## config.mk

```make
export PLATFORM = sky130hd
export DESIGN_NAME = video_fade_crossfade_mixer_top
export DESIGN_NICKNAME = d
export VERILOG_FILES = /design/src/rtl/vfcm_pkg.sv /design/src/rtl/vfcm_ctrl.sv /design/src/rtl/vfcm_datapath.sv /design/src/rtl/video_fade_crossfade_mixer_top.sv
export SDC_FILE = /design/constraint.sdc
export NUM_CORES = 1
export LEC_CHECK = 0
export ABC_AREA = 1
export BUFFER_PORTS_ARGS = -buffer_cell sky130_fd_sc_hd__buf_4
export CORE_MARGIN = 5
export CORE_UTILIZATION = 67
export DETAILED_ROUTE_END_ITERATION = 10
export PLACE_DENSITY = 0.84
export SLEW_MARGIN = 20
export SYNTH_ARGS = -nofsm -noshare
export SYNTH_HDL_FRONTEND = slang
export SYNTH_SLANG_ARGS = --single-unit
```

## constraint.sdc

```tcl
create_clock -name clk_i -period 9.9 [get_ports clk_i]
set_clock_uncertainty 0.2 [all_clocks]
set_input_delay 0.495 -clock clk_i [delete_from_list [all_inputs] [get_ports clk_i]]
set_output_delay 0.495 -clock clk_i [all_outputs]
set_load 0.03 [all_outputs]
```

## src/rtl/vfcm_pkg.sv

```systemverilog
`timescale 1ns / 1ps
`default_nettype none
package vfcm_pkg;

  localparam int unsigned CHAN_W     = 8;
  localparam int unsigned INDEX_W    = 16;
  localparam int unsigned MODE_W     = 2;
  localparam int unsigned CFG_ADDR_W = 1;
  localparam int unsigned CFG_DATA_W = 16;

  // opcodes
  localparam logic OP_FRAME = 1'b0;
  localparam logic OP_PIXEL = 1'b1;

  // blend modes (code 3 acts as crossfade)
  localparam logic [MODE_W-1:0] MODE_CROSS    = 2'd0;
  localparam logic [MODE_W-1:0] MODE_FADE_IN  = 2'd1;
  localparam logic [MODE_W-1:0] MODE_FADE_OUT = 2'd2;

  // register indexes
  localparam logic [CFG_ADDR_W-1:0] REG_MODE        = 1'b0;
  localparam logic [CFG_ADDR_W-1:0] REG_FRAME_COUNT = 1'b1;

  localparam logic [INDEX_W-1:0] FRAME_COUNT_RST = 16'd30;

  typedef struct packed {
    logic              opcode;
    logic [INDEX_W-1:0] frame_index;
    logic [CHAN_W-1:0] incoming_red;
    logic [CHAN_W-1:0] incoming_green;
    logic [CHAN_W-1:0] incoming_blue;
    logic [CHAN_W-1:0] outgoing_red;
    logic [CHAN_W-1:0] outgoing_green;
    logic [CHAN_W-1:0] outgoing_blue;
  } in_word_t;

  typedef struct packed {
    logic [CHAN_W-1:0] mixed_red;
    logic [CHAN_W-1:0] mixed_green;
    logic [CHAN_W-1:0] mixed_blue;
  } out_word_t;

  typedef enum logic {
    ST_IDLE,
    ST_DIVIDE
  } state_e;

  // controller -> datapath
  typedef struct packed {
    logic pix_load;    // capture blended pixel into output register
    logic weight_one;  // saturate weight to 1.0
    logic div_start;   // load divider with frame index
    logic div_step;    // one restoring-division step
  } cmd_t;

  // datapath -> controller
  typedef struct packed {
    logic sat;       // index >= count, or count == 0
    logic div_last;  // current step is the final one
  } status_t;

endpackage
`default_nettype wire

```

## src/rtl/vfcm_ctrl.sv

```systemverilog
`timescale 1ns / 1ps
`default_nettype none
module vfcm_ctrl
  import vfcm_pkg::*;
(
  input  wire logic    clk_i,
  input  wire logic    rst_ni,
  input  wire logic    in_valid_i,
  input  wire logic    in_opcode_i,
  output logic         in_ready_o,
  output logic         out_valid_o,
  input  wire logic    out_ready_i,
  input  wire status_t status_i,
  output cmd_t         cmd_o
);

  state_e state_q, state_d;
  logic   out_valid_q, out_valid_d;
  logic   accept;

  always_ff @(posedge clk_i or negedge rst_ni) begin
    if (!rst_ni) begin
      state_q     <= ST_IDLE;
      out_valid_q <= 1'b0;
    end else begin
      state_q     <= state_d;
      out_valid_q <= out_valid_d;
    end
  end

  always_comb begin
    state_d     = state_q;
    cmd_o       = '0;
    in_ready_o  = 1'b0;
    accept      = 1'b0;
    out_valid_d = out_valid_q;
    if (out_valid_q && out_ready_i) begin
      out_valid_d = 1'b0;
    end
    unique case (state_q)
      ST_IDLE: begin
        in_ready_o = !out_valid_q || out_ready_i;
        accept     = in_valid_i && in_ready_o;
        if (accept && in_opcode_i == OP_PIXEL) begin
          cmd_o.pix_load = 1'b1;
          out_valid_d    = 1'b1;
        end else if (accept) begin
          if (status_i.sat) begin
            cmd_o.weight_one = 1'b1;
          end else begin
            cmd_o.div_start = 1'b1;
            state_d         = ST_DIVIDE;
          end
        end
      end
      ST_DIVIDE: begin
        cmd_o.div_step = 1'b1;
        if (status_i.div_last) begin
          state_d = ST_IDLE;
        end
      end
      default: begin
        state_d = ST_IDLE;
      end
    endcase
  end

  assign out_valid_o = out_valid_q;

  a_pix_only_idle: assert property (@(posedge clk_i) disable iff (!rst_ni)
    cmd_o.pix_load |-> (state_q == ST_IDLE))
    else $error("pixel captured while dividing");

  a_div_enters: assert property (@(posedge clk_i) disable iff (!rst_ni)
    cmd_o.div_start |=> (state_q == ST_DIVIDE))
    else $error("divider start did not enter divide state");

  a_no_div_on_sat: assert property (@(posedge clk_i) disable iff (!rst_ni)
    cmd_o.div_start |-> !status_i.sat)
    else $error("division started for a saturated index");

  a_result_held: assert property (@(posedge clk_i) disable iff (!rst_ni)
    (out_valid_q && !out_ready_i) |=> out_valid_q)
    else $error("pending result dropped");

endmodule
`default_nettype wire

```

## src/rtl/vfcm_datapath.sv

```systemverilog
`timescale 1ns / 1ps
`default_nettype none
module vfcm_datapath
  import vfcm_pkg::*;
#(
  parameter int unsigned WEIGHT_FRACTION_BITS = 16
) (
  input  wire logic                  clk_i,
  input  wire logic                  rst_ni,
  input  wire logic                  cfg_we_i,
  input  wire logic [CFG_ADDR_W-1:0] cfg_index_i,
  input  wire logic [CFG_DATA_W-1:0] cfg_data_i,
  input  wire in_word_t              in_word_i,
  input  wire cmd_t                  cmd_i,
  output status_t                    status_o,
  output out_word_t                  out_word_o
);

  localparam int unsigned WF    = WEIGHT_FRACTION_BITS;
  localparam int unsigned WW    = WF + 1;
  localparam int unsigned CNT_W = $clog2(WF);
  localparam int unsigned SUM_W = WF + CHAN_W + 3;

  // configuration
  logic [MODE_W-1:0]  mode_q;
  logic [INDEX_W-1:0] count_q;

  always_ff @(posedge clk_i or negedge rst_ni) begin
    if (!rst_ni) begin
      mode_q  <= MODE_CROSS;
      count_q <= FRAME_COUNT_RST;
    end else if (cfg_we_i) begin
      unique case (cfg_index_i)
        REG_MODE:        mode_q  <= cfg_data_i[MODE_W-1:0];
        REG_FRAME_COUNT: count_q <= cfg_data_i[INDEX_W-1:0];
        default:         ;
      endcase
    end
  end

  // restoring divider: one quotient bit per cycle
  logic [INDEX_W-1:0] rem_q, rem_d;
  logic [WF-1:0]      quo_q, quo_d;
  logic [CNT_W-1:0]   cnt_q;
  logic [INDEX_W:0]   rem2;
  logic               ge;
  logic [WW-1:0]      weight_q;

  assign rem2  = {rem_q, 1'b0};
  assign ge    = rem2 >= {1'b0, count_q};
  assign rem_d = ge ? INDEX_W'(rem2 - {1'b0, count_q}) : rem2[INDEX_W-1:0];
  assign quo_d = {quo_q[WF-2:0], ge};

  assign status_o.sat      = (count_q == '0) || (in_word_i.frame_index >= count_q);
  assign status_o.div_last = (cnt_q == CNT_W'(WF - 1));

  always_ff @(posedge clk_i) begin
    if (cmd_i.div_start) begin
      rem_q <= in_word_i.frame_index;
      cnt_q <= '0;
    end else if (cmd_i.div_step) begin
      rem_q <= rem_d;
      quo_q <= quo_d;
      cnt_q <= cnt_q + 1'b1;
    end
  end

  always_ff @(posedge clk_i or negedge rst_ni) begin
    if (!rst_ni) begin
      weight_q <= '0;
    end else if (cmd_i.weight_one) begin
      weight_q <= {1'b1, {WF{1'b0}}};
    end else if (cmd_i.div_step && status_o.div_last) begin
      weight_q <= {1'b0, quo_d};
    end
  end

  // blend lanes: outg*2^F + w*(inc - outg)
  logic [CHAN_W-1:0] inc   [3];
  logic [CHAN_W-1:0] outg  [3];
  logic [CHAN_W-1:0] mixed [3];
  out_word_t         out_q;

  assign inc[0]  = in_word_i.incoming_red;
  assign inc[1]  = in_word_i.incoming_green;
  assign inc[2]  = in_word_i.incoming_blue;
  assign outg[0] = in_word_i.outgoing_red;
  assign outg[1] = in_word_i.outgoing_green;
  assign outg[2] = in_word_i.outgoing_blue;

  for (genvar c = 0; c < 3; c++) begin : g_lane
    logic [CHAN_W-1:0]       inc_m, outg_m;
    logic signed [CHAN_W:0]  diff;
    logic signed [SUM_W-1:0] diff_x, w_x, prod, base, sum;

    always_comb begin
      inc_m  = inc[c];
      outg_m = outg[c];
      case (mode_q)
        MODE_FADE_IN:  outg_m = '0;
        MODE_FADE_OUT: inc_m  = '0;
        default:       ;
      endcase
    end

    assign diff   = $signed({1'b0, inc_m}) - $signed({1'b0, outg_m});
    assign diff_x = SUM_W'(diff);
    assign w_x    = $signed({{(SUM_W-WW){1'b0}}, weight_q});
    assign prod   = w_x * diff_x;
    assign base   = $signed({{(SUM_W-CHAN_W-WF){1'b0}}, outg_m, {WF{1'b0}}});
    assign sum    = base + prod;
    assign mixed[c] = sum[WF +: CHAN_W];
  end

  always_ff @(posedge clk_i) begin
    if (cmd_i.pix_load) begin
      out_q.mixed_red   <= mixed[0];
      out_q.mixed_green <= mixed[1];
      out_q.mixed_blue  <= mixed[2];
    end
  end

  assign out_word_o = out_q;

endmodule
`default_nettype wire

```

## src/rtl/video_fade_crossfade_mixer_top.sv

```systemverilog
`timescale 1ns / 1ps
`default_nettype none
// Channel   Dir  Handshake              Word
// --------  ---  ---------------------  -------------------------------------
// in        in   in_valid_i/in_ready_o  in_word_t: opcode, index, 2x RGB
// out       out  out_valid_o/out_ready_i out_word_t: mixed RGB
// cfg       in   cfg_we_i (no wait)     cfg_index_i, cfg_data_i
//
// Pixel words: accepted back to back; result appears in the output
//   register the cycle after acceptance and is held until taken.
// Frame-start words: the weight is set to 1.0 if the index saturates it,
//   otherwise it is set by the one-bit-per-cycle divider.
// in_ready_o stays low while dividing and while a result waits with
//   out_ready_i low; a held result never blocks a frame-start already inside.
// Reset (async, active low): weight 0, mode crossfade, frame count 30.
module video_fade_crossfade_mixer_top
  import vfcm_pkg::*;
#(
  parameter int unsigned WEIGHT_FRACTION_BITS = 16
) (
  input  wire logic                  clk_i,
  input  wire logic                  rst_ni,
  input  wire logic                  cfg_we_i,
  input  wire logic [CFG_ADDR_W-1:0] cfg_index_i,
  input  wire logic [CFG_DATA_W-1:0] cfg_data_i,
  input  wire logic                  in_valid_i,
  output logic                       in_ready_o,
  input  wire in_word_t              in_word_i,
  output logic                       out_valid_o,
  input  wire logic                  out_ready_i,
  output out_word_t                  out_word_o
);

  cmd_t    cmd;
  status_t status;

  // sequencer: idle / divide, output valid flag
  vfcm_ctrl u_ctrl (
    .clk_i       (clk_i),
    .rst_ni      (rst_ni),
    .in_valid_i  (in_valid_i),
    .in_opcode_i (in_word_i.opcode),
    .in_ready_o  (in_ready_o),
    .out_valid_o (out_valid_o),
    .out_ready_i (out_ready_i),
    .status_i    (status),
    .cmd_o       (cmd)
  );

  // registers, weight divider, three blend lanes, output register
  vfcm_datapath #(
    .WEIGHT_FRACTION_BITS (WEIGHT_FRACTION_BITS)
  ) u_dp (
    .clk_i       (clk_i),
    .rst_ni      (rst_ni),
    .cfg_we_i    (cfg_we_i),
    .cfg_index_i (cfg_index_i),
    .cfg_data_i  (cfg_data_i),
    .in_word_i   (in_word_i),
    .cmd_i       (cmd),
    .status_o    (status),
    .out_word_o  (out_word_o)
  );

endmodule
`default_nettype wire
```

==> impl_metrics.toml <==
[global_route]
antenna_found_initial = 0
grtUsageTotal = 0.331
busiest_layer = "met2"
grtUsageMet3 = 0.0628
grt_pass1_vias = 19000
use_met1 = 0.405
grt_util_met2 = 0.565
grt_overflow = 0
grt_pass1_wl_um = 90200
grt_max_degree = 38

[sta]
hold_viol_final = 0
fin_crit_ns = 7.57
worst_pin_slew_ns = 1.07
relSlewSlack = 0.289
finalSetupViolations = 0
setup_tns_ns = 0
rsz0062_at_grt = "false"
drv_slew = 0
hold_ws_ns = 0.171
fin_ws_ns = 2.33
fmax_ghz = 0.132
fin_crit_sh = 0.765

[clock_tree]
htree_levels = 3
cts_buffers = 9
root_buffer = "clkbuf_16"
cts_tree = "yes"
clk_path_buf_depth = 2
clk_pin_slew_ns = 0.08
clk_latency_ns = 0.36
cts_sinks = 96
postCtsSetupBuffers = 0

[synthesis]
synth_top_flop_cell = "edfxtp_1"
synthesis.nets = 3267
yosysWarnings = 0
synth_edf_count = 55
synth_common_cells = "594 x nand2_1, 512 x inv_1, 403 x nor2_1"
synth_cell_types = 44
synth_area_um2 = 20400
yosysMostFrequentCell = "nand2_1"
synth_top_area_frac = 0.333
yosysTopAreaCell = "fa_1"
synthArstFlopShare = 0.385
seq_area_frac_synth = 0.130
synth-seq-cells = 96
syn_inst = 2648
avgSynthCellArea_um2 = 7.72
synthTopCellsByArea = "fa_1 33%, ha_1 12%, nand2_1 11%"

[floorplanning]
die_area_um2 = 34100
fp-row-count = 64
ioPinCount = 113
initial_core_util = 0.673
core_area_um2 = 30300
die_h_um = 185
die_w_um = 185

[worst_hold_path]
holdCritPathClass = "input port to flop"
hold_depth = 3
min_from = "cfg_data_i[4]"

[place]
post-place-ws_ns = 1.99
hpwl_um = 42000
routabilityCongestion = 0.967
port_buffers = 112

[routing]
vias_per_cell = 5.77
drtIter0Drc = 1517
drc = 0
ant_nets = 0
wire_per_inst_um = 17.5
first_pass_iters = 7
routed_wl_um = 54200
dr_total_vias = 17900

[layout]
fin_nets = 3311
fillCellCount = 2380
layout-drive-gt1-share = 0.0660
n_antenna_cell = 0
area_growth_pct = 6.60

[setup_path]
cp-end-kind = "flop"
cpPeakStageDelay_ns = 0.60
cp_max_fo = 22
startpoint = "u_dp.mode_q[0]"
cp.arrival_ns = 7.50
required_ns = 9.83
crit_top_cell = "inv_1"
r2r_cells = 31
cp-start-kind = "flop"
r2r-start = "u_dp.mode_q[0]"
slowest_stage = "nor2_4"
crit_type = "flop to flop"

[status]
status = "finished, final reports clean"

[flow_run]
maxCapViolCount = 0
==> worst max-delay path: cells and delay by family, from the launching register on <==
family / cells / cell delay, ns
flops: 1 / 0.43
xor+xnor: 1 / 0.15
fa+ha+maj: 8 / 3.46
buf+inv: 9 / 1.07
simple gates: 12 / 1.87
compound gates: 1 / 0.17
==> placed cells by master (no fill, tap or decap), types with 6 or more instances in the layout <==
master,count
buf_4,119
a31oi_1,6
fa_1,340
nor3_1,15
nand4_1,22
nand2_1,594
a21oi_1,91
o21ai_0,53
nor2_1,401
xor2_1,28
inv_1,512
dfrtp_1,33
a21o_1,7
ha_1,192
o21a_1,8
nand2_2,14
nand3_1,111
inv_2,6
nand3b_1,6
xnor2_1,13
clkbuf_16,9
o21bai_1,10
edfxtp_1,55
==> cell type report <==
type	instances	area [um^2]	area share
multi-input cells	1945	15500	0.710
inverters	520	1950	0.0896
flip-flops and latches	96	2660	0.122
clock buffers	10	229	0.0105
well taps	396	495	0.0228
repair buffers	120	903	0.0415
clock inverters	6	83.8	0.00385
==> metal layers <==
layer	routed length (um)	up-vias
li1	-	8088
met1	19500	8521
met5	0	-
met4	3240	0
met3	5370	266
met2	26100	981
==> final timing paths <==
check / end / slack, ns
worst max register to register: u_dp.out_word_o[15] / 2.33
worst max-delay path: u_dp.out_word_o[15] / 2.33
min in group asynchronous: u_dp.count_q[15] / 0.45
max in group asynchronous: u_dp.weight_q[2] / 8.68
worst min register to register: u_dp.quo_q[11] / 0.25
worst min-delay path: u_dp.count_q[4] / 0.17
==> what timing repair did <==
action	in CTS	in global routing
hold buffers	1	0
hold endpoints to repair	33	0
gates resized for setup	0	0
==> metrics by stage <==
step           cells  instance area [um^2]   util
2_1_floorplan   2648                 20400      -
3_3_place_gp    3076                 21500  0.707
3_5_place_dp    3076                 21500  0.707
4_1_cts         3093                 21800  0.717
5_1_grt         3093                 21800  0.718
6_report        3093                 21800  0.718
==> cells by family (layout without fill, tap and decap cells) <==
logic type / after synthesis / after routing / synth area share
compound gates: 186 / 186 / 0.0500
simple gates: 1182 / 1182 / 0.234
fa+ha+maj: 532 / 532 / 0.451
xor+xnor: 45 / 45 / 0.0208
flops: 96 / 96 / 0.130
buf+inv: 607 / 656 / 0.114
==> registers in the layout, indices dropped and copies added (netlist names) <==
signal and cells:
u_ctrl.out_valid_o 1, u_ctrl.state_q 1, u_dp.cnt_q 4, u_dp.count_q 16, u_dp.mode_q 2, u_dp.out_word_o 24, u_dp.quo_q 15, u_dp.rem_q 16
u_dp.weight_q 17
Power is left out: the tool's default activity adds up to more than one toggle a clock period on the data nets, which glitch-free logic cannot reach.
